File: src/hdl/ir_carrier_uart_transmitter_assert.svh
// ----------------------------------------------------------------------------
// ir carrier uart transmitter assertion macros
// concurrent checks used by the top level, sampled on the rising clock edge
// ----------------------------------------------------------------------------
`ifndef IR_CARRIER_UART_TRANSMITTER_ASSERT_SVH
`define IR_CARRIER_UART_TRANSMITTER_ASSERT_SVH

// same-cycle implication, held off while reset is asserted
`define IRTX_ASSERT_IMPLIES(name, clk, rst_n, ante, cons, msg) \
  name: assert property (@(posedge clk) disable iff (!(rst_n)) (ante) |-> (cons)) \
    else $error(msg);

// next-cycle implication, held off while reset is asserted
`define IRTX_ASSERT_NEXT(name, clk, rst_n, ante, cons, msg) \
  name: assert property (@(posedge clk) disable iff (!(rst_n)) (ante) |=> (cons)) \
    else $error(msg);

`endif

File: src/hdl/irtx_pkg.sv
// ----------------------------------------------------------------------------
// irtx_pkg
// shared types and constants of the ir carrier uart transmitter
// ----------------------------------------------------------------------------
`default_nettype none

package irtx_pkg;

  localparam int unsigned BYTE_W      = 8;
  localparam int unsigned CFG_IDX_W   = 1;
  localparam int unsigned CFG_DATA_W  = 16;
  localparam int unsigned PULSES_W    = 7;
  localparam int unsigned HALF_W      = 16;
  localparam int unsigned PULSE_CNT_W = 6;
  localparam int unsigned TICK_CNT_W  = 16;
  localparam int unsigned BIT_POS_W   = 4;
  localparam int unsigned QUEUE_DEPTH = 2;
  localparam int unsigned QPTR_W      = $clog2(QUEUE_DEPTH);
  localparam int unsigned QCNT_W      = $clog2(QUEUE_DEPTH + 1);

  localparam logic [PULSES_W-1:0] PULSES_RESET = 7'd16;
  localparam logic [PULSES_W-1:0] PULSES_MAX   = 7'd64;
  localparam logic [HALF_W-1:0]   HALF_RESET   = 16'd1;

  typedef enum logic [CFG_IDX_W-1:0] {
    CFG_PULSES_PER_BIT     = 1'b0,
    CFG_CARRIER_HALF_TICKS = 1'b1
  } irtx_cfg_e;

  typedef enum logic [0:0] {
    CMD_TICK  = 1'b0,
    CMD_OFFER = 1'b1
  } irtx_cmd_e;

  typedef struct packed {
    logic              command;
    logic [BYTE_W-1:0] byte_value;
  } irtx_in_t;

  typedef struct packed {
    logic ir_level;
    logic busy_res;
    logic accepted;
    logic frame_done;
  } irtx_out_t;

  // classified item held in the queue between front and back
  typedef struct packed {
    irtx_cmd_e         kind;
    logic [BYTE_W-1:0] data;
  } irtx_cmd_t;

endpackage

`default_nettype wire

File: src/hdl/ir_carrier_uart_transmitter.sv
// ----------------------------------------------------------------------------
// ir_carrier_uart_transmitter
// 8n1 uart framing sent as a burst-modulated infrared carrier
// ----------------------------------------------------------------------------
// Every input item (a tick or an offered byte) yields one result item. The
// block takes one item per clock cycle while the output does not stall:
// items go through a two-entry queue into the frame sequencer, which updates
// its counters and the LED level for one item per cycle and loads the result
// register, so an item's result is on the outputs from the clock edge after
// the one that accepted it when nothing stalls.
// Output stalls back up into the queue and then into in_stall_o. Registers
// are pulses_per_bit (index 0) and carrier_half_ticks (index 1); the user
// writes them only with no item in flight, which the block does not enforce.
`default_nettype none

module ir_carrier_uart_transmitter #(
  parameter int unsigned DATA_BITS = 8
) (
  input  wire logic                              clk_i,
  input  wire logic                              rst_ni,
  input  wire logic                              cfg_we_i,
  input  wire logic [irtx_pkg::CFG_IDX_W-1:0]    cfg_index_i,
  input  wire logic [irtx_pkg::CFG_DATA_W-1:0]   cfg_data_i,
  input  wire logic                              in_valid_i,
  output      logic                              in_stall_o,
  input  wire irtx_pkg::irtx_in_t                in_item_i,
  output      logic                              out_valid_o,
  input  wire logic                              out_stall_i,
  output      irtx_pkg::irtx_out_t               out_item_o
);
  import irtx_pkg::*;

  `include "ir_carrier_uart_transmitter_assert.svh"

  logic [PULSES_W-1:0] pulses_q, pulses_d;
  logic [HALF_W-1:0]   half_ticks_q, half_ticks_d;
  logic                q_valid;
  irtx_cmd_t           q_item;
  logic                q_pop;

  always_comb begin
    pulses_d     = pulses_q;
    half_ticks_d = half_ticks_q;
    if (cfg_we_i) begin
      case (irtx_cfg_e'(cfg_index_i))
        CFG_PULSES_PER_BIT:     pulses_d     = cfg_data_i[PULSES_W-1:0];
        CFG_CARRIER_HALF_TICKS: half_ticks_d = cfg_data_i[HALF_W-1:0];
        default: begin
        end
      endcase
    end
  end

  always_ff @(posedge clk_i or negedge rst_ni) begin
    if (!rst_ni) begin
      pulses_q     <= PULSES_RESET;
      half_ticks_q <= HALF_RESET;
    end else begin
      pulses_q     <= pulses_d;
      half_ticks_q <= half_ticks_d;
    end
  end

  irtx_front u_front (
    .clk_i      (clk_i),
    .rst_ni     (rst_ni),
    .in_valid_i (in_valid_i),
    .in_stall_o (in_stall_o),
    .in_item_i  (in_item_i),
    .q_valid_o  (q_valid),
    .q_item_o   (q_item),
    .q_pop_i    (q_pop)
  );

  irtx_back #(
    .DATA_BITS (DATA_BITS)
  ) u_back (
    .clk_i                (clk_i),
    .rst_ni               (rst_ni),
    .pulses_per_bit_i     (pulses_q),
    .carrier_half_ticks_i (half_ticks_q),
    .q_valid_i            (q_valid),
    .q_item_i             (q_item),
    .q_pop_o              (q_pop),
    .out_valid_o          (out_valid_o),
    .out_stall_i          (out_stall_i),
    .out_item_o           (out_item_o)
  );

  // a full queue is still non-empty in the next cycle
  `IRTX_ASSERT_NEXT(a_full_then_valid, clk_i, rst_ni, in_stall_o, q_valid,
                    "queue emptied while full")

  // a frame end leaves the transmitter idle with the led off
  `IRTX_ASSERT_IMPLIES(a_done_idle, clk_i, rst_ni,
                       out_valid_o && out_item_o.frame_done,
                       !out_item_o.busy_res && !out_item_o.ir_level,
                       "frame end not idle")

  // a taken byte starts the start bit at once
  `IRTX_ASSERT_IMPLIES(a_accept_start, clk_i, rst_ni,
                       out_valid_o && out_item_o.accepted,
                       out_item_o.busy_res && out_item_o.ir_level && !out_item_o.frame_done,
                       "start bit missing")

  // the led is only ever on during a frame
  `IRTX_ASSERT_IMPLIES(a_idle_dark, clk_i, rst_ni,
                       out_valid_o && !out_item_o.busy_res,
                       !out_item_o.ir_level,
                       "led on while idle")

endmodule

`default_nettype wire

File: src/hdl/irtx_front.sv
// ----------------------------------------------------------------------------
// irtx_front
// accepts input items, classifies them and holds them in a two-entry queue
// ----------------------------------------------------------------------------
`default_nettype none

module irtx_front (
  input  wire logic               clk_i,
  input  wire logic               rst_ni,
  input  wire logic               in_valid_i,
  output      logic               in_stall_o,
  input  wire irtx_pkg::irtx_in_t in_item_i,
  output      logic               q_valid_o,
  output      irtx_pkg::irtx_cmd_t q_item_o,
  input  wire logic               q_pop_i
);
  import irtx_pkg::*;

  irtx_cmd_t             entry_q [QUEUE_DEPTH];
  logic [QPTR_W-1:0]     wr_ptr_q, wr_ptr_d;
  logic [QPTR_W-1:0]     rd_ptr_q, rd_ptr_d;
  logic [QCNT_W-1:0]     count_q, count_d;
  logic                  push;
  logic                  pop;
  irtx_cmd_t             cls_item;

  assign in_stall_o = (count_q == QCNT_W'(QUEUE_DEPTH));
  assign push       = in_valid_i && !in_stall_o;
  assign q_valid_o  = (count_q != '0);
  assign pop        = q_pop_i && q_valid_o;
  assign q_item_o   = entry_q[rd_ptr_q];

  always_comb begin
    cls_item.kind = (in_item_i.command == 1'b1) ? CMD_OFFER : CMD_TICK;
    cls_item.data = in_item_i.byte_value;
  end

  always_comb begin
    wr_ptr_d = wr_ptr_q;
    rd_ptr_d = rd_ptr_q;
    count_d  = count_q;
    if (push) begin
      wr_ptr_d = (wr_ptr_q == QPTR_W'(QUEUE_DEPTH - 1)) ? '0 : wr_ptr_q + QPTR_W'(1);
    end
    if (pop) begin
      rd_ptr_d = (rd_ptr_q == QPTR_W'(QUEUE_DEPTH - 1)) ? '0 : rd_ptr_q + QPTR_W'(1);
    end
    if (push && !pop) begin
      count_d = count_q + QCNT_W'(1);
    end else if (pop && !push) begin
      count_d = count_q - QCNT_W'(1);
    end
  end

  always_ff @(posedge clk_i or negedge rst_ni) begin
    if (!rst_ni) begin
      wr_ptr_q <= '0;
      rd_ptr_q <= '0;
      count_q  <= '0;
    end else begin
      wr_ptr_q <= wr_ptr_d;
      rd_ptr_q <= rd_ptr_d;
      count_q  <= count_d;
    end
  end

  always_ff @(posedge clk_i) begin
    if (push) begin
      entry_q[wr_ptr_q] <= cls_item;
    end
  end

endmodule

`default_nettype wire

File: src/hdl/irtx_back.sv
// ----------------------------------------------------------------------------
// irtx_back
// frame sequencer: carrier timing, bit shifting and the result register
// ----------------------------------------------------------------------------
`default_nettype none

module irtx_back #(
  parameter int unsigned DATA_BITS = 8
) (
  input  wire logic                             clk_i,
  input  wire logic                             rst_ni,
  input  wire logic [irtx_pkg::PULSES_W-1:0]    pulses_per_bit_i,
  input  wire logic [irtx_pkg::HALF_W-1:0]      carrier_half_ticks_i,
  input  wire logic                             q_valid_i,
  input  wire irtx_pkg::irtx_cmd_t              q_item_i,
  output      logic                             q_pop_o,
  output      logic                             out_valid_o,
  input  wire logic                             out_stall_i,
  output      irtx_pkg::irtx_out_t              out_item_o
);
  import irtx_pkg::*;

  localparam int unsigned FRAME_BITS = DATA_BITS + 2;

  logic [FRAME_BITS-1:0]  frame_q, frame_d;
  logic [BIT_POS_W-1:0]   bit_pos_q, bit_pos_d;
  logic [PULSE_CNT_W-1:0] pulse_cnt_q, pulse_cnt_d;
  logic                   half_q, half_d;
  logic [TICK_CNT_W-1:0]  tick_cnt_q, tick_cnt_d;
  logic                   active_q, active_d;
  logic                   led_q, led_d;
  logic                   out_valid_q, out_valid_d;
  irtx_out_t              out_q, out_d;

  logic [PULSES_W-1:0]    eff_pulses;
  logic [HALF_W-1:0]      eff_half;
  logic [2*BYTE_W-1:0]    data_ext;
  logic [FRAME_BITS-1:0]  frame_new;
  logic [BIT_POS_W-1:0]   bit_pos_inc;
  logic                   pop;
  logic                   acc;
  logic                   done;

  // result register frees when empty or when its item is being taken
  assign pop     = q_valid_i && (!out_valid_q || !out_stall_i);
  assign q_pop_o = pop;

  assign eff_pulses = (pulses_per_bit_i == '0) ? PULSES_W'(1) :
                      (pulses_per_bit_i > PULSES_MAX) ? PULSES_MAX : pulses_per_bit_i;
  assign eff_half   = (carrier_half_ticks_i == '0) ? HALF_W'(1) : carrier_half_ticks_i;

  // data bits above the byte width read as zero
  assign data_ext    = {{BYTE_W{1'b0}}, q_item_i.data};
  assign frame_new   = {1'b1, data_ext[DATA_BITS-1:0], 1'b0};
  assign bit_pos_inc = bit_pos_q + BIT_POS_W'(1);

  always_comb begin
    frame_d     = frame_q;
    bit_pos_d   = bit_pos_q;
    pulse_cnt_d = pulse_cnt_q;
    half_d      = half_q;
    tick_cnt_d  = tick_cnt_q;
    active_d    = active_q;
    led_d       = led_q;
    acc         = 1'b0;
    done        = 1'b0;
    if (pop) begin
      case (q_item_i.kind)
        CMD_OFFER: begin
          if (!active_q) begin
            frame_d     = frame_new;
            bit_pos_d   = '0;
            pulse_cnt_d = '0;
            half_d      = 1'b0;
            tick_cnt_d  = '0;
            active_d    = 1'b1;
            acc         = 1'b1;
            led_d       = !frame_new[0];
          end
        end
        CMD_TICK: begin
          if (active_q) begin
            if (({1'b0, tick_cnt_q} + (TICK_CNT_W + 1)'(1)) >= {1'b0, eff_half}) begin
              tick_cnt_d = '0;
              if (!half_q) begin
                half_d = 1'b1;
              end else begin
                half_d = 1'b0;
                if (({1'b0, pulse_cnt_q} + PULSES_W'(1)) >= eff_pulses) begin
                  pulse_cnt_d = '0;
                  frame_d     = {1'b1, frame_q[FRAME_BITS-1:1]};
                  bit_pos_d   = bit_pos_inc;
                  // stop bit finished
                  if (bit_pos_inc >= BIT_POS_W'(FRAME_BITS)) begin
                    active_d  = 1'b0;
                    bit_pos_d = '0;
                    frame_d   = '1;
                    done      = 1'b1;
                  end
                end else begin
                  pulse_cnt_d = pulse_cnt_q + PULSE_CNT_W'(1);
                end
              end
            end else begin
              tick_cnt_d = tick_cnt_q + TICK_CNT_W'(1);
            end
            led_d = active_d && !frame_d[0] && !half_d;
          end
        end
        default: begin
        end
      endcase
    end
  end

  always_comb begin
    out_d.ir_level   = led_d;
    out_d.busy_res   = active_d;
    out_d.accepted   = acc;
    out_d.frame_done = done;
    if (pop) begin
      out_valid_d = 1'b1;
    end else if (!out_stall_i) begin
      out_valid_d = 1'b0;
    end else begin
      out_valid_d = out_valid_q;
    end
  end

  always_ff @(posedge clk_i or negedge rst_ni) begin
    if (!rst_ni) begin
      frame_q     <= '1;
      bit_pos_q   <= '0;
      pulse_cnt_q <= '0;
      half_q      <= 1'b0;
      tick_cnt_q  <= '0;
      active_q    <= 1'b0;
      led_q       <= 1'b0;
      out_valid_q <= 1'b0;
    end else begin
      frame_q     <= frame_d;
      bit_pos_q   <= bit_pos_d;
      pulse_cnt_q <= pulse_cnt_d;
      half_q      <= half_d;
      tick_cnt_q  <= tick_cnt_d;
      active_q    <= active_d;
      led_q       <= led_d;
      out_valid_q <= out_valid_d;
    end
  end

  always_ff @(posedge clk_i) begin
    if (pop) begin
      out_q <= out_d;
    end
  end

  assign out_valid_o = out_valid_q;
  assign out_item_o  = out_q;

endmodule

`default_nettype wire
File: config.mk
export PLATFORM = sky130hd
export DESIGN_NAME = ir_carrier_uart_transmitter
export DESIGN_NICKNAME = d
export VERILOG_FILES = /design/src/hdl/irtx_pkg.sv /design/src/hdl/ir_carrier_uart_transmitter.sv /design/src/hdl/irtx_front.sv /design/src/hdl/irtx_back.sv
export VERILOG_INCLUDE_DIRS = /design/src /design/src/hdl
export SDC_FILE = /design/constraint.sdc
export NUM_CORES = 1
export LEC_CHECK = 0
export ABC_AREA = 1
export BUFFER_PORTS_ARGS = -buffer_cell sky130_fd_sc_hd__buf_2
export CORE_UTILIZATION = 61
export DETAILED_ROUTE_END_ITERATION = 6
export GPL_TIMING_DRIVEN = 0
export PLACE_DENSITY = 0.81
export SYNTH_ARGS = -nofsm -noshare
export SYNTH_HDL_FRONTEND = slang
export SYNTH_HIERARCHICAL = 1
export SYNTH_SLANG_ARGS = --single-unit
File: constraint.sdc
create_clock -name clk_i -period 3.3 [get_ports clk_i]
set_input_delay 0.165 -clock clk_i [delete_from_list [all_inputs] [get_ports clk_i]]
set_output_delay 0.165 -clock clk_i [all_outputs]
set_load 0.02 [all_outputs]
### Yosys cells after proc, flatten, opt, wreduce, memory -nomap -nowiden

Memory sizes are Yosys's and may differ from the RTL's.
Index checks and enable logic that the tools add are counted.

* add/sub/neg operators: 9
* $lt $le $gt $ge: 4
* equal/unequal tests: 10
* mux-type cells: 63
* bitwise gates (word level): 6
* reduce and logical (&&, ||, !) cells: 26

Operators with widths (count)
* 2-to-1 mux 10 bit: 8
* 2-to-1 mux 16 bit: 4
* case mux 16 bit (2 select lines): 1
* 2-to-1 mux 6 bit: 5
* 2-to-1 mux 1 bit: 28
* 2-to-1 mux 4 bit: 6
* case mux 10 bit (2 select lines): 1
* adder 16 x 1 -> 17 bit (second input constant): 1
* >= comparator 17 x 16 -> 1 bit: 1
* adder 16 x 1 -> 16 bit (second input constant): 1
* zero test 16 bit: 1
* 2-to-1 mux 7 bit: 2
* inequality test 4 x 2 -> 1 bit (second input constant): 3
* case mux 6 bit (2 select lines): 1
* AND reduction 6 bit: 2
* inequality test 2 x 1 -> 1 bit (second input constant): 5
* 2-to-1 mux 9 bit: 1
* case mux 4 bit (2 select lines): 1
* adder 6 x 1 -> 7 bit (second input constant): 1
* >= comparator 7 bit: 1
* greater-than comparator 7 bit (second input constant): 1
* logical AND 1 bit: 7
* zero test 1 bit: 7
* zero test 7 bit: 1
* 17 further kinds: 28

* register bits: 71
* bits in writable memories: 18
* logic and storage cells: 137
* memories: 1

Memories
* u_front.entry_q: words 2, width 9, rd ports 1, clocked after Yosys merged registers in 0, wr ports 1, RTL line irtx_front.sv:19 `irtx_cmd_t entry_q [QUEUE_DEPTH];`

### Depth between registers and ports, before layout

Gate-level depths: netlist of the first run.

* depth in word-level cells: 16
* gate-level depth with buffers: 22
* depth with buffers taken out: 21

### Cells and area by module

Netlist of the first run, hierarchy kept.

By module, submodules not included
* irtx_back: times used 1, cells an instance 437, area an instance 3238.1 µm²
* ir_carrier_uart_transmitter: times used 1, cells an instance 101, area an instance 952.2 µm²
* irtx_front: times used 1, cells an instance 78, area an instance 895.9 µm²

### Worst setup path before layout of the first run

OpenSTA, ideal clock, no wires.

* path kind: register to register
* start: register u_back.tick_cnt_q[2]
* end: register u_back.out_q (netlist bit u_back/out_item_o[2]), data pin
* library setup time: 0.270 ns
* data arrival time: 2.510 ns
* required time: 3.030 ns
* slack: 0.520 ns
* stages on the path, launching flop included: 16
* buffers on the path: 0
* period minus slack after synthesis: 2.780 ns
* path through: dfrtp_1 -> nand3_1 -> nor3_1 -> nand3_1 -> nor2_1 -> nand2_1 -> nor2_1 -> xor2_1 -> ha_1 -> nand4_1 -> nor4_1 -> nand2_1 -> nand3_4 -> nand2_4 -> nor3_1 -> o21ai_0

* word-level cells in the longest chain between the ends: 9

Ends and longest elaborated chain
* start: declaration: RTL line irtx_back.sv:29 `logic [TICK_CNT_W-1:0] tick_cnt_q, tick_cnt_d;`
* start signal: assignment: RTL line irtx_back.sv:145 `tick_cnt_q <= tick_cnt_d;`
* adder 16 x 1 -> 17 bit: RTL line irtx_back.sv:83 `if (({1'b0, tick_cnt_q} + (TICK_CNT_W + 1)'(1)) >= {1'b0, eff_half}) begin`
* >= comparator 17 x 16 -> 1 bit: RTL line irtx_back.sv:83
* 2-to-1 mux 1 bit: RTL line irtx_back.sv:83
* 2-to-1 mux 1 bit: RTL line irtx_back.sv:82 `if (active_q) begin`
* 2-to-1 mux 1 bit: RTL line irtx_back.sv:68 `case (q_item_i.kind)`
* 2-to-1 mux 1 bit: RTL line irtx_back.sv:67 `if (pop) begin`
* 2-to-1 mux 1 bit: RTL line irtx_back.sv:82
* case mux 1 bit (2 select lines): RTL line irtx_back.sv:68
* 2-to-1 mux 1 bit: RTL line irtx_back.sv:67
* via u_back.active_d: RTL line irtx_back.sv:30 `logic active_q, active_d;`
* end signal: assignment: RTL line irtx_back.sv:154 `out_q <= out_d;`
* end: declaration: RTL line irtx_back.sv:33 `irtx_out_t out_q, out_d;`

The timed path passes the listed nets, and every way through them passes these cells. The select of a mux whose other input is x is not followed.
A chain may end at the register's enable or synchronous reset.

### Worst setup path in the final report of the first run

* start: register u_back.tick_cnt_q[0]
* end: register u_back.frame_q[4]

* word-level cells in the longest chain between the ends: 4

Ends and longest elaborated chain
* adder 16 x 1 -> 17 bit: RTL line irtx_back.sv:83
* >= comparator 17 x 16 -> 1 bit: RTL line irtx_back.sv:83
* inequality test 4 x 2 -> 1 bit (no source line)
* AND reduction 6 bit (no source line)
* end signal: assignment: RTL line irtx_back.sv:141 `frame_q <= frame_d;`
* end: declaration: RTL line irtx_back.sv:25 `logic [FRAME_BITS-1:0] frame_q, frame_d;`

No other way between the ends.

==> results_dict.tcl, run 1 <==
set metrics [dict create \
    synth_edf_count 22 \
    synth_fa_ha_area_frac 0.0738 \
    synth.distinct_cells 36 \
    finish.instance_area_um2 5870 \
    hold_viol 0 \
    worstMarginPinSlew_ps 857 \
    routed_wl_um 10700 \
    vias 4203 \
    slew_viol_final 0 \
    status "complete, no violations" \
    synth.top_cell.area_share 0.271 \
    antenna_cells 0 \
    syn_area_per_cell_um2 8.26 \
    grtUsageTotal 0.260 \
    worstPathArrival_ps 3480 \
    async_flop_share 0.753 \
    place_area_um2 5390 \
    synthSimpleGateAreaFrac 0.297 \
    grt_pass1_vias 4109 \
    die_area_um2 8710 \
    syn2layout_area_growth_pct 15.5 \
    ioPinCount 37 \
    synth_xor_area_frac 0.0258 \
    clock-sinks 89 \
    grt_pass1_wl_um 17600 \
    ctsLongestPathBuffers 2 \
    cp_max_fo 10 \
    synth_top_family_by_area "simple AND/OR/NAND/NOR gates" \
    yosysWarnings 6 \
    period_needed_ps 3180 \
    antenna_found_initial 0 \
    layout_commonest_cell "nand2_1" \
    critPathCaptureType "flip-flop" \
    post-route-drc-count 0 \
    finClkSkew_ps 14.0 \
    setup_viol 0 \
    num_rows 32 \
    finalSetupTns_ps 0 \
    gp_congestion 0.875 \
    viasPerCell 5.36 \
    syn_inst 616 \
    portBuffers 34 \
    htree_num_levels 3 \
    drive_gt1_frac 0.198 \
    dp_hpwl_um 7680 \
    grt_max_degree 68 \
    synth-compound-area-share 0.0590 \
    final_cell_mix "209 x nand2_1, 75 x inv_1, 53 x dfrtp_1" \
    vdd_ir_drop_max_mv 0.481 \
    postRouteAntennaNets 0 \
    synth_nets 677 \
    die_h_um 93.3 \
    path_clk_slew_ps 100 \
    startpoint_type "flip-flop" \
    die_w_um 93.3 \
    min_path_type "primary input to flip-flop" \
    worstPathRequired_ps 3610 \
    synth_ff_type "dfrtp_1" \
    initial_core_util 0.645 \
    p_per_area_nw_per_um2 674 \
    synth-seq-area-share 0.462 \
    maxCapViolCount 0 \
    path_class "flip-flop to flip-flop" \
    cts-root-buf "clkbuf_8" \
    nets 738 \
    cts_tree "yes" \
    fill_cells 574 \
    synth_area_leader_cell "dfrtp_1" \
    max_freq_mhz 315 \
    synth_area_leaders "dfrtp_1 27%, nand2_1 16%, edfxtp_1 13%, ha_1 7.4%, dfstp_2 6.2%" \
    synthMuxAreaShare 0 \
    netlist_area_um2 5090 \
    wl_per_cell_um 13.7 \
    cts_buffers 9 \
    leakage_uw 0.00306 \
    gr-total-overflow 0 \
    slew_headroom 0.428 \
    fin_crit_sh 0.962 \
    synth-seq-cells 89 \
    dr.first_iter.drc_count 274 \
    core_um2 7890 \
    clk_latency_ps 370 \
    drt_pre_antenna_iters 5 \
]
## per-stage QoR
step	setup slack [ps]	cells	hold slack (ps)	power [uW]	util
finish	125	784	14.8	3960	0.745
global route	-72.1	784	13.4	4250	0.745
CTS	40.9	778	7.40	3900	0.725
detailed placement	-15.6	752	328	3060	0.683
global placement	-11.9	752	352	2980	0.683
floorplan	520	616	-131	2680	-
## per-layer routing
| metal | wire length (um) | GRT usage | vias up |
|---|---|---|---|
| met2 | 5510 | 0.452 | 68 |
| met4 | 187 | 0.0910 | 0 |
| met5 | 0 | 0 | - |
| met3 | 296 | 0.0398 | 20 |
| met1 | 4720 | 0.328 | 1992 |
| li1 | - | - | 2123 |
## report_power, final
| group | switching [uW] | total [uW] | internal (uW) |
|---|---|---|---|
| clock | 431 | 805 | 373 |
| sequential | 167 | 1600 | 1430 |
| combinational | 1010 | 1560 | 545 |
## cells by family (layout without fill, tap and decap cells)
group / after synthesis / in the layout
buffers and inverters: 94 / 160
AOI/OAI and AO/OA: 52 / 52
adders and majority gates: 30 / 30
xor gates and xnor gates: 15 / 15
and+or+nand+nor: 336 / 336
DFF: 89 / 89
## Yosys cell counts, types with 8 or more instances
library cell / n
a21oi_1: 12
dfrtp_1: 55
dfstp_2: 12
edfxtp_1: 22
ha_1: 30
inv_1: 76
nand2_1: 212
nand2_2: 9
nand3_1: 41
nand4_1: 20
nor2_1: 19
o21ai_0: 19
o22ai_1: 9
or2_2: 8
xor2_1: 12
## worst paths after layout
path	endpoint	slack [ps]	startpoint	cells after the start
max in group asynchronous	u_back/tick_cnt_q[2]	2260	rst_ni	2
min reg2reg	u_back/frame_q[8]	470	u_back/frame_q[8]	2
min	half_ticks_q[0]	10	cfg_data_i[0]	3
max	u_back/frame_q[4]	120	u_back/tick_cnt_q[0]	15
max reg2reg	u_back/frame_q[4]	120	u_back/tick_cnt_q[0]	15
min in group asynchronous	u_back/tick_cnt_q[11]	450	rst_ni	2
## critical path, cell delays in order, from the launching register on
cell,delay (ps)
dfrtp_2,450
ha_4,180
nand3_2,150
nor2_4,170
xor2_1,240
inv_1,70
ha_1,310
nand2_1,110
nor4_1,400
nand4_1,260
nand3_4,200
nand2_4,90
a21oi_4,190
buf_6,160
nand2_1,70
nand2_1,70
## flip-flops by register name, indices dropped and copies added, names as in the netlist, 2 cells and up
name and count:
u_front/entry_q 18, half_ticks_q 16, u_back/tick_cnt_q 16, u_back/frame_q 10, pulses_q 7, u_back/pulse_cnt_q 6, u_back/bit_pos_q 4, u_back/out_item_o 4
u_front/count_q 2
## area by class of cell
class	count	area, um^2	area share
flip-flops and latches	89	2350	0.401
inverters	81	304	0.0518
clock buffers	9	124	0.0211
multi-input cells	433	2440	0.415
well taps	102	128	0.0217
repair buffers	50	318	0.0541
clock inverters	7	95.1	0.0162
plain buffers	13	113	0.0192
## timing repair
action                                 4_1_cts  5_1_grt
pin swaps                                    0       13
setup buffers                                0        6
resized for setup                            2       25
hold buffers                                10        0
endpoints found under the hold margin       73        0
setup endpoints to repair                   18       40
Note: power is estimated with default switching activity, not from simulation.
==> inputs of run 2 (changes only) <==
- CORE_MARGIN: not set -> 2
- REMOVE_ABC_BUFFERS: not set -> 1
==> run 2 against run 1 <==
Effect of this change:
- clock skew grew 3.9 ps
- clock power shrank 7.1%
- flip-flop and latch count unchanged
- largest power group unchanged
==> results_dict.tcl, run 2 (synthesis gave the netlist of run 1 again) <==
set metrics [dict create \
    status "complete, no violations" \
    dr.first_iter.drc_count 341 \
    wl_per_cell_um 13.9 \
    antenna_found_initial 0 \
    largest_reg_flops 18 \
    syn2layout_area_growth_pct 13.5 \
    fill_cells 611 \
    fin_hold_ws_ps 8.55 \
    final_cells 783 \
    netSwitchingPower_uw 1560 \
    critPathCaptureType "flip-flop" \
    nets 734 \
    hold_viol 0 \
    routed_wl_um 10900 \
    leakage_uw 0.00303 \
    place_area_um2 5290 \
    grtUsageTotal 0.248 \
    swShare 0.403 \
    gr-total-overflow 0 \
    seqPwrFrac 0.415 \
    postRouteAntennaNets 0 \
    seq_area_um2 2350 \
    period_needed_ps 3260 \
    setup_viol 0 \
    clk_latency_ps 360 \
    intPower_uw 2310 \
    cts_tree "yes" \
    vias 4289 \
    grt_pass1_wl_um 17600 \
    multiInputGateArea_um2 2400 \
    rsz0062_at_grt "true" \
    num_rows 33 \
    cts_buffers 9 \
    cts-root-buf "clkbuf_8" \
    ctsLongestPathBuffers 2 \
    power_frac_comb 0.392 \
    path_clk_slew_ps 90 \
    placedCellCount 744 \
    grt_max_degree 68 \
    final_cell_mix "211 x nand2_1, 74 x inv_1, 53 x dfrtp_1" \
    worstPathRequired_ps 3570 \
    clock-sinks 89 \
    maxCapViolCount 0 \
    drt_pre_antenna_iters 6 \
    fin_crit_sh 0.988 \
    viasPerCell 5.48 \
    vdd_ir_drop_max_mv 0.439 \
    max_freq_mhz 307 \
    slew_viol_final 0 \
    worstMarginPinSlew_ps 865 \
    p_per_area_nw_per_um2 671 \
    clockPowerShare 0.193 \
    gp_congestion 0.796 \
    die_h_um 95.3 \
    worstPathArrival_ps 3540 \
    die_w_um 95.3 \
    die_area_um2 9080 \
    startpoint_type "flip-flop" \
    finish.instance_area_um2 5770 \
    core_um2 8130 \
    slew_headroom 0.424 \
    finClkSkew_ps 17.9 \
    layout_commonest_cell "nand2_1" \
    dp_hpwl_um 7430 \
    initial_core_util 0.625 \
    largest_registers "u_front/entry_q (18), half_ticks_q (16), u_back/tick_cnt_q (16)" \
    drive_gt1_frac 0.187 \
    ioPinCount 37 \
    cp_max_fo 13 \
    antenna_cells 0 \
    path_class "flip-flop to flip-flop" \
    post-route-drc-count 0 \
    grt_pass1_vias 4063 \
    top_register "u_front/entry_q" \
    min_path_type "primary input to flip-flop" \
    htree_num_levels 3 \
    r2r_setup_slack_ps 40 \
    portBuffers 36 \
]
[run 2: area by class of cell]
| cell class | count | share of cell area |
|---|---|---|
| Tap cell | 105 | 0.0228 |
| Inverter | 81 | 0.0533 |
| Sequential cell | 89 | 0.408 |
| Clock buffer | 10 | 0.0221 |
| Multi-Input combinational cell | 433 | 0.415 |
| Clock inverter | 6 | 0.0115 |
| Timing Repair Buffer | 59 | 0.0676 |
[run 2: power by group through the flow]
| stage | sequential (uW) | clock [uW] | combinational (uW) |
|---|---|---|---|
| global placement | 1610 | 0 | 1310 |
| finish | 1610 | 748 | 1520 |
| global route | 1640 | 802 | 1700 |
| CTS | 1600 | 765 | 1440 |
| floorplan | 1600 | 0 | 1010 |
| detailed placement | 1620 | 0 | 1370 |
[run 2: worst paths after layout]
check | from | to | depth (start not counted)
setup / recovery | u_back/tick_cnt_q[0] | u_back/bit_pos_q[1] | 15
hold / removal | in_item_i[6] | u_front/entry_q[0][6] | 1
setup reg to reg | u_back/tick_cnt_q[0] | u_back/bit_pos_q[1] | 15
hold reg to reg | u_back/frame_q[4] | u_back/frame_q[4] | 2
max in group asynchronous | rst_ni | u_back/tick_cnt_q[2] | 2
min in group asynchronous | rst_ni | u_back/tick_cnt_q[11] | 2
[run 2: metrics by stage]
| stage | TNS [ps] | setup WS [ps] | power (uW) | utilization |
|---|---|---|---|---|
| 2_1_floorplan | 0 | 455 | 2620 | - |
| 3_5_place_dp | -2680 | -168 | 2990 | 0.650 |
| 6_report | 0 | 39.9 | 3880 | 0.710 |
| 5_1_grt | -2120 | -152 | 4150 | 0.710 |
| 4_1_cts | 0 | 2.14 | 3800 | 0.692 |
| 3_3_place_gp | -975 | -93.7 | 2920 | 0.650 |
[run 2: critical path: stages (launching register included)]
cell,delay [ps]
dfrtp_2,420
ha_1,210
nand3_2,150
nor2_4,210
xor2_2,210
inv_1,60
ha_1,310
nand2_1,100
nor4_1,430
nand4_1,280
nand3_4,220
nand2_4,90
a21oi_4,200
buf_12,160
nand2_1,50
o21ai_0,70
[run 2: what timing repair did]
action | 4_1_cts | 5_1_grt
resized for setup | 2 | 18
pin swaps | 3 | 6
setup buffers | 4 | 10
hold endpoints to repair | 71 | 0
setup endpoints to repair | 31 | 42
hold buffers | 9 | 0
[run 2: metal layers]
| layer | vias up | wire length, um | GRT usage |
|---|---|---|---|
| met2 | 94 | 5690 | 0.437 |
| met1 | 2054 | 4600 | 0.302 |
| met3 | 24 | 336 | 0.0340 |
| met5 | - | 0 | 0 |
| met4 | 0 | 279 | 0.111 |
| li1 | 2117 | - | - |
==> inputs of run 3 (changes only) <==
- CORE_MARGIN: 2 -> not set
==> run 3 against run 2 <==
Effect of this change:
- routed wire length up 1.2%
- global-route usage grew 0.85 points
- sequential share of layout area decreased by 0.61 points
- fmax shrank 0.18%
- critical endpoint unchanged
- largest power group unchanged
==> results_dict.tcl, run 3 (synthesis gave the netlist of run 1 again) <==
set metrics [dict create \
    vdd_ir_drop_max_mv 0.426 \
    path_clk_slew_ps 90 \
    path_class "flip-flop to flip-flop" \
    grtUsageTotal 0.257 \
    dp_hpwl_um 7410 \
    hold_viol 0 \
    crit_top_cell "nand3_4" \
    grt_pass1_vias 4009 \
    worstMarginPinSlew_ps 844 \
    min_path_cells 3 \
    r2r_cells 16 \
    worstPathArrival_ps 3510 \
    syn2layout_area_growth_pct 15.3 \
    crit_chain "nand3_4, nor3_4, nand3_2, nor2_4, nand2_2, xor2_1, inv_1, ha_4, nand4_1, nor4_1, nand2_1, nand3_4, nand2_4, a21oi_4, buf_4, o21ai_0" \
    largest_registers "u_front/entry_q (18), half_ticks_q (16), u_back/tick_cnt_q (16)" \
    utilization 0.744 \
    fin_crit_sh 0.990 \
    final_cells 786 \
    r2r_setup_slack_ps 30 \
    critPathBufInv 2 \
    cp_slowest_stage_delay_ps 460 \
    power_uw 3960 \
    htree_num_levels 3 \
    critPathCaptureType "flip-flop" \
    slew_headroom 0.437 \
    rr_startpoint "u_back/tick_cnt_q[0]" \
    layout_commonest_cell "nand2_1" \
    cts-root-buf "clkbuf_8" \
    antenna_cells 0 \
    cts_tree "yes" \
    fill_cells 556 \
    top_register "u_front/entry_q" \
    max_freq_mhz 306 \
    routed_wl_um 11000 \
    worstPathRequired_ps 3550 \
    drt_pre_antenna_iters 4 \
    vias 4297 \
    cp_max_fo 7 \
    clock-sinks 89 \
    dr.first_iter.drc_count 238 \
    hp-start "out_stall_i" \
    p_per_area_nw_per_um2 674 \
    die_h_um 93.3 \
    startpoint_type "flip-flop" \
    slew_viol_final 0 \
    clk_latency_ps 370 \
    initial_core_util 0.645 \
    min_path_type "primary input to flip-flop" \
    die_area_um2 8710 \
    regToRegEndpoint "u_back/bit_pos_q[1]" \
    antenna_found_initial 0 \
    min_to "u_back/out_valid_o" \
    maxCapViolCount 0 \
    postRouteAntennaNets 0 \
    ioPinCount 37 \
    cts_buffers 9 \
    final_cell_mix "207 x nand2_1, 75 x inv_1, 52 x dfrtp_1" \
    cp_top_family "simple AND/OR/NAND/NOR gates" \
    grt_max_degree 68 \
    setup_viol 0 \
    nets 740 \
    post-route-drc-count 0 \
    finClkSkew_ps 15.7 \
    leakage_uw 0.00306 \
    ctsLongestPathBuffers 2 \
    drive_gt1_frac 0.203 \
    period_needed_ps 3270 \
    placedCellCount 741 \
    num_rows 32 \
    gr-total-overflow 0 \
    status "complete, no violations" \
    wl_per_cell_um 14.0 \
    core_um2 7890 \
    portBuffers 36 \
    viasPerCell 5.47 \
    grt_pass1_wl_um 17500 \
    gp_congestion 0.858 \
    die_w_um 93.3 \
    critPathSlowestCell "dfrtp_2" \
    largest_reg_flops 18 \
]
## run 3: cell count changes in the layout (fill, tap and decap cells not counted), sizes merged
cell         change
dlygate4sd3      +1
clkinvlp         -1
buf              +5
inv              +2
clkbuf           -1
## run 3: through the flow
| stage | area [um^2] | setup TNS (ps) | hold slack [ps] | setup WS (ps) |
|---|---|---|---|---|
| 2_1_floorplan | 4980 | 0 | -131 | 455 |
| 3_3_place_gp | 5280 | -956 | 352 | -95.5 |
| 3_5_place_dp | 5290 | -1700 | 325 | -127 |
| 4_1_cts | 5630 | 0 | 11.6 | 46.1 |
| 5_1_grt | 5870 | -7570 | 30.7 | -303 |
| 6_report | 5870 | 0 | 18.9 | 33.9 |
## run 3: tightest hold or removal path: cells and delay by family
| kind | cells | cell delay (ps) |
|---|---|---|
| and+or+nand+nor | 2 | 110 |
| buffers and inverters | 1 | 80 |
## run 3: how the worst max path moves through the flow
stage	start	end	cells past startpoint
3_3_place_gp	u_back/tick_cnt_q[0]	u_back/bit_pos_q[1]	15
5_1_grt	u_back/tick_cnt_q[0]	u_back/bit_pos_q[1]	17
6_report	u_back/tick_cnt_q[0]	u_back/bit_pos_q[1]	16
2_1_floorplan	u_back/tick_cnt_q[2]	u_back/bit_pos_q[1]	15
4_1_cts	u_back/tick_cnt_q[2]	u_back/frame_q[9]	19
3_5_place_dp	u_back/tick_cnt_q[0]	u_back/bit_pos_q[1]	15
## run 3: area by class of cell
class | count | area [um^2] | area share
clock buffers | 9 | 124 | 0.0211
clock inverters | 7 | 76.3 | 0.0130
inverters | 81 | 308 | 0.0525
multi-input cells | 433 | 2440 | 0.416
flip-flops and latches | 89 | 2360 | 0.402
well taps | 102 | 128 | 0.0218
repair buffers | 65 | 433 | 0.0738
## run 3: what timing repair did
action,in CTS,in global routing
hold buffers,10,0
endpoints found under the setup margin,29,41
endpoints found under the hold margin,73,0
gates resized for setup,2,29
pin swaps,1,18
buffers inserted,4,15
## run 3: power breakdown
part	internal [uW]	total (uW)	switching, uW
combinational	559	1570	1010
sequential	1430	1620	188
clock	358	767	409
## run 3: per-layer routing
metal,GRT usage,vias to the layer above,part of all wire
met2,0.442,86,0.51
met5,0,-,0
met1,0.317,2047,0.43
met3,0.0333,33,0.029
li1,-,2131,-
met4,0.129,0,0.034
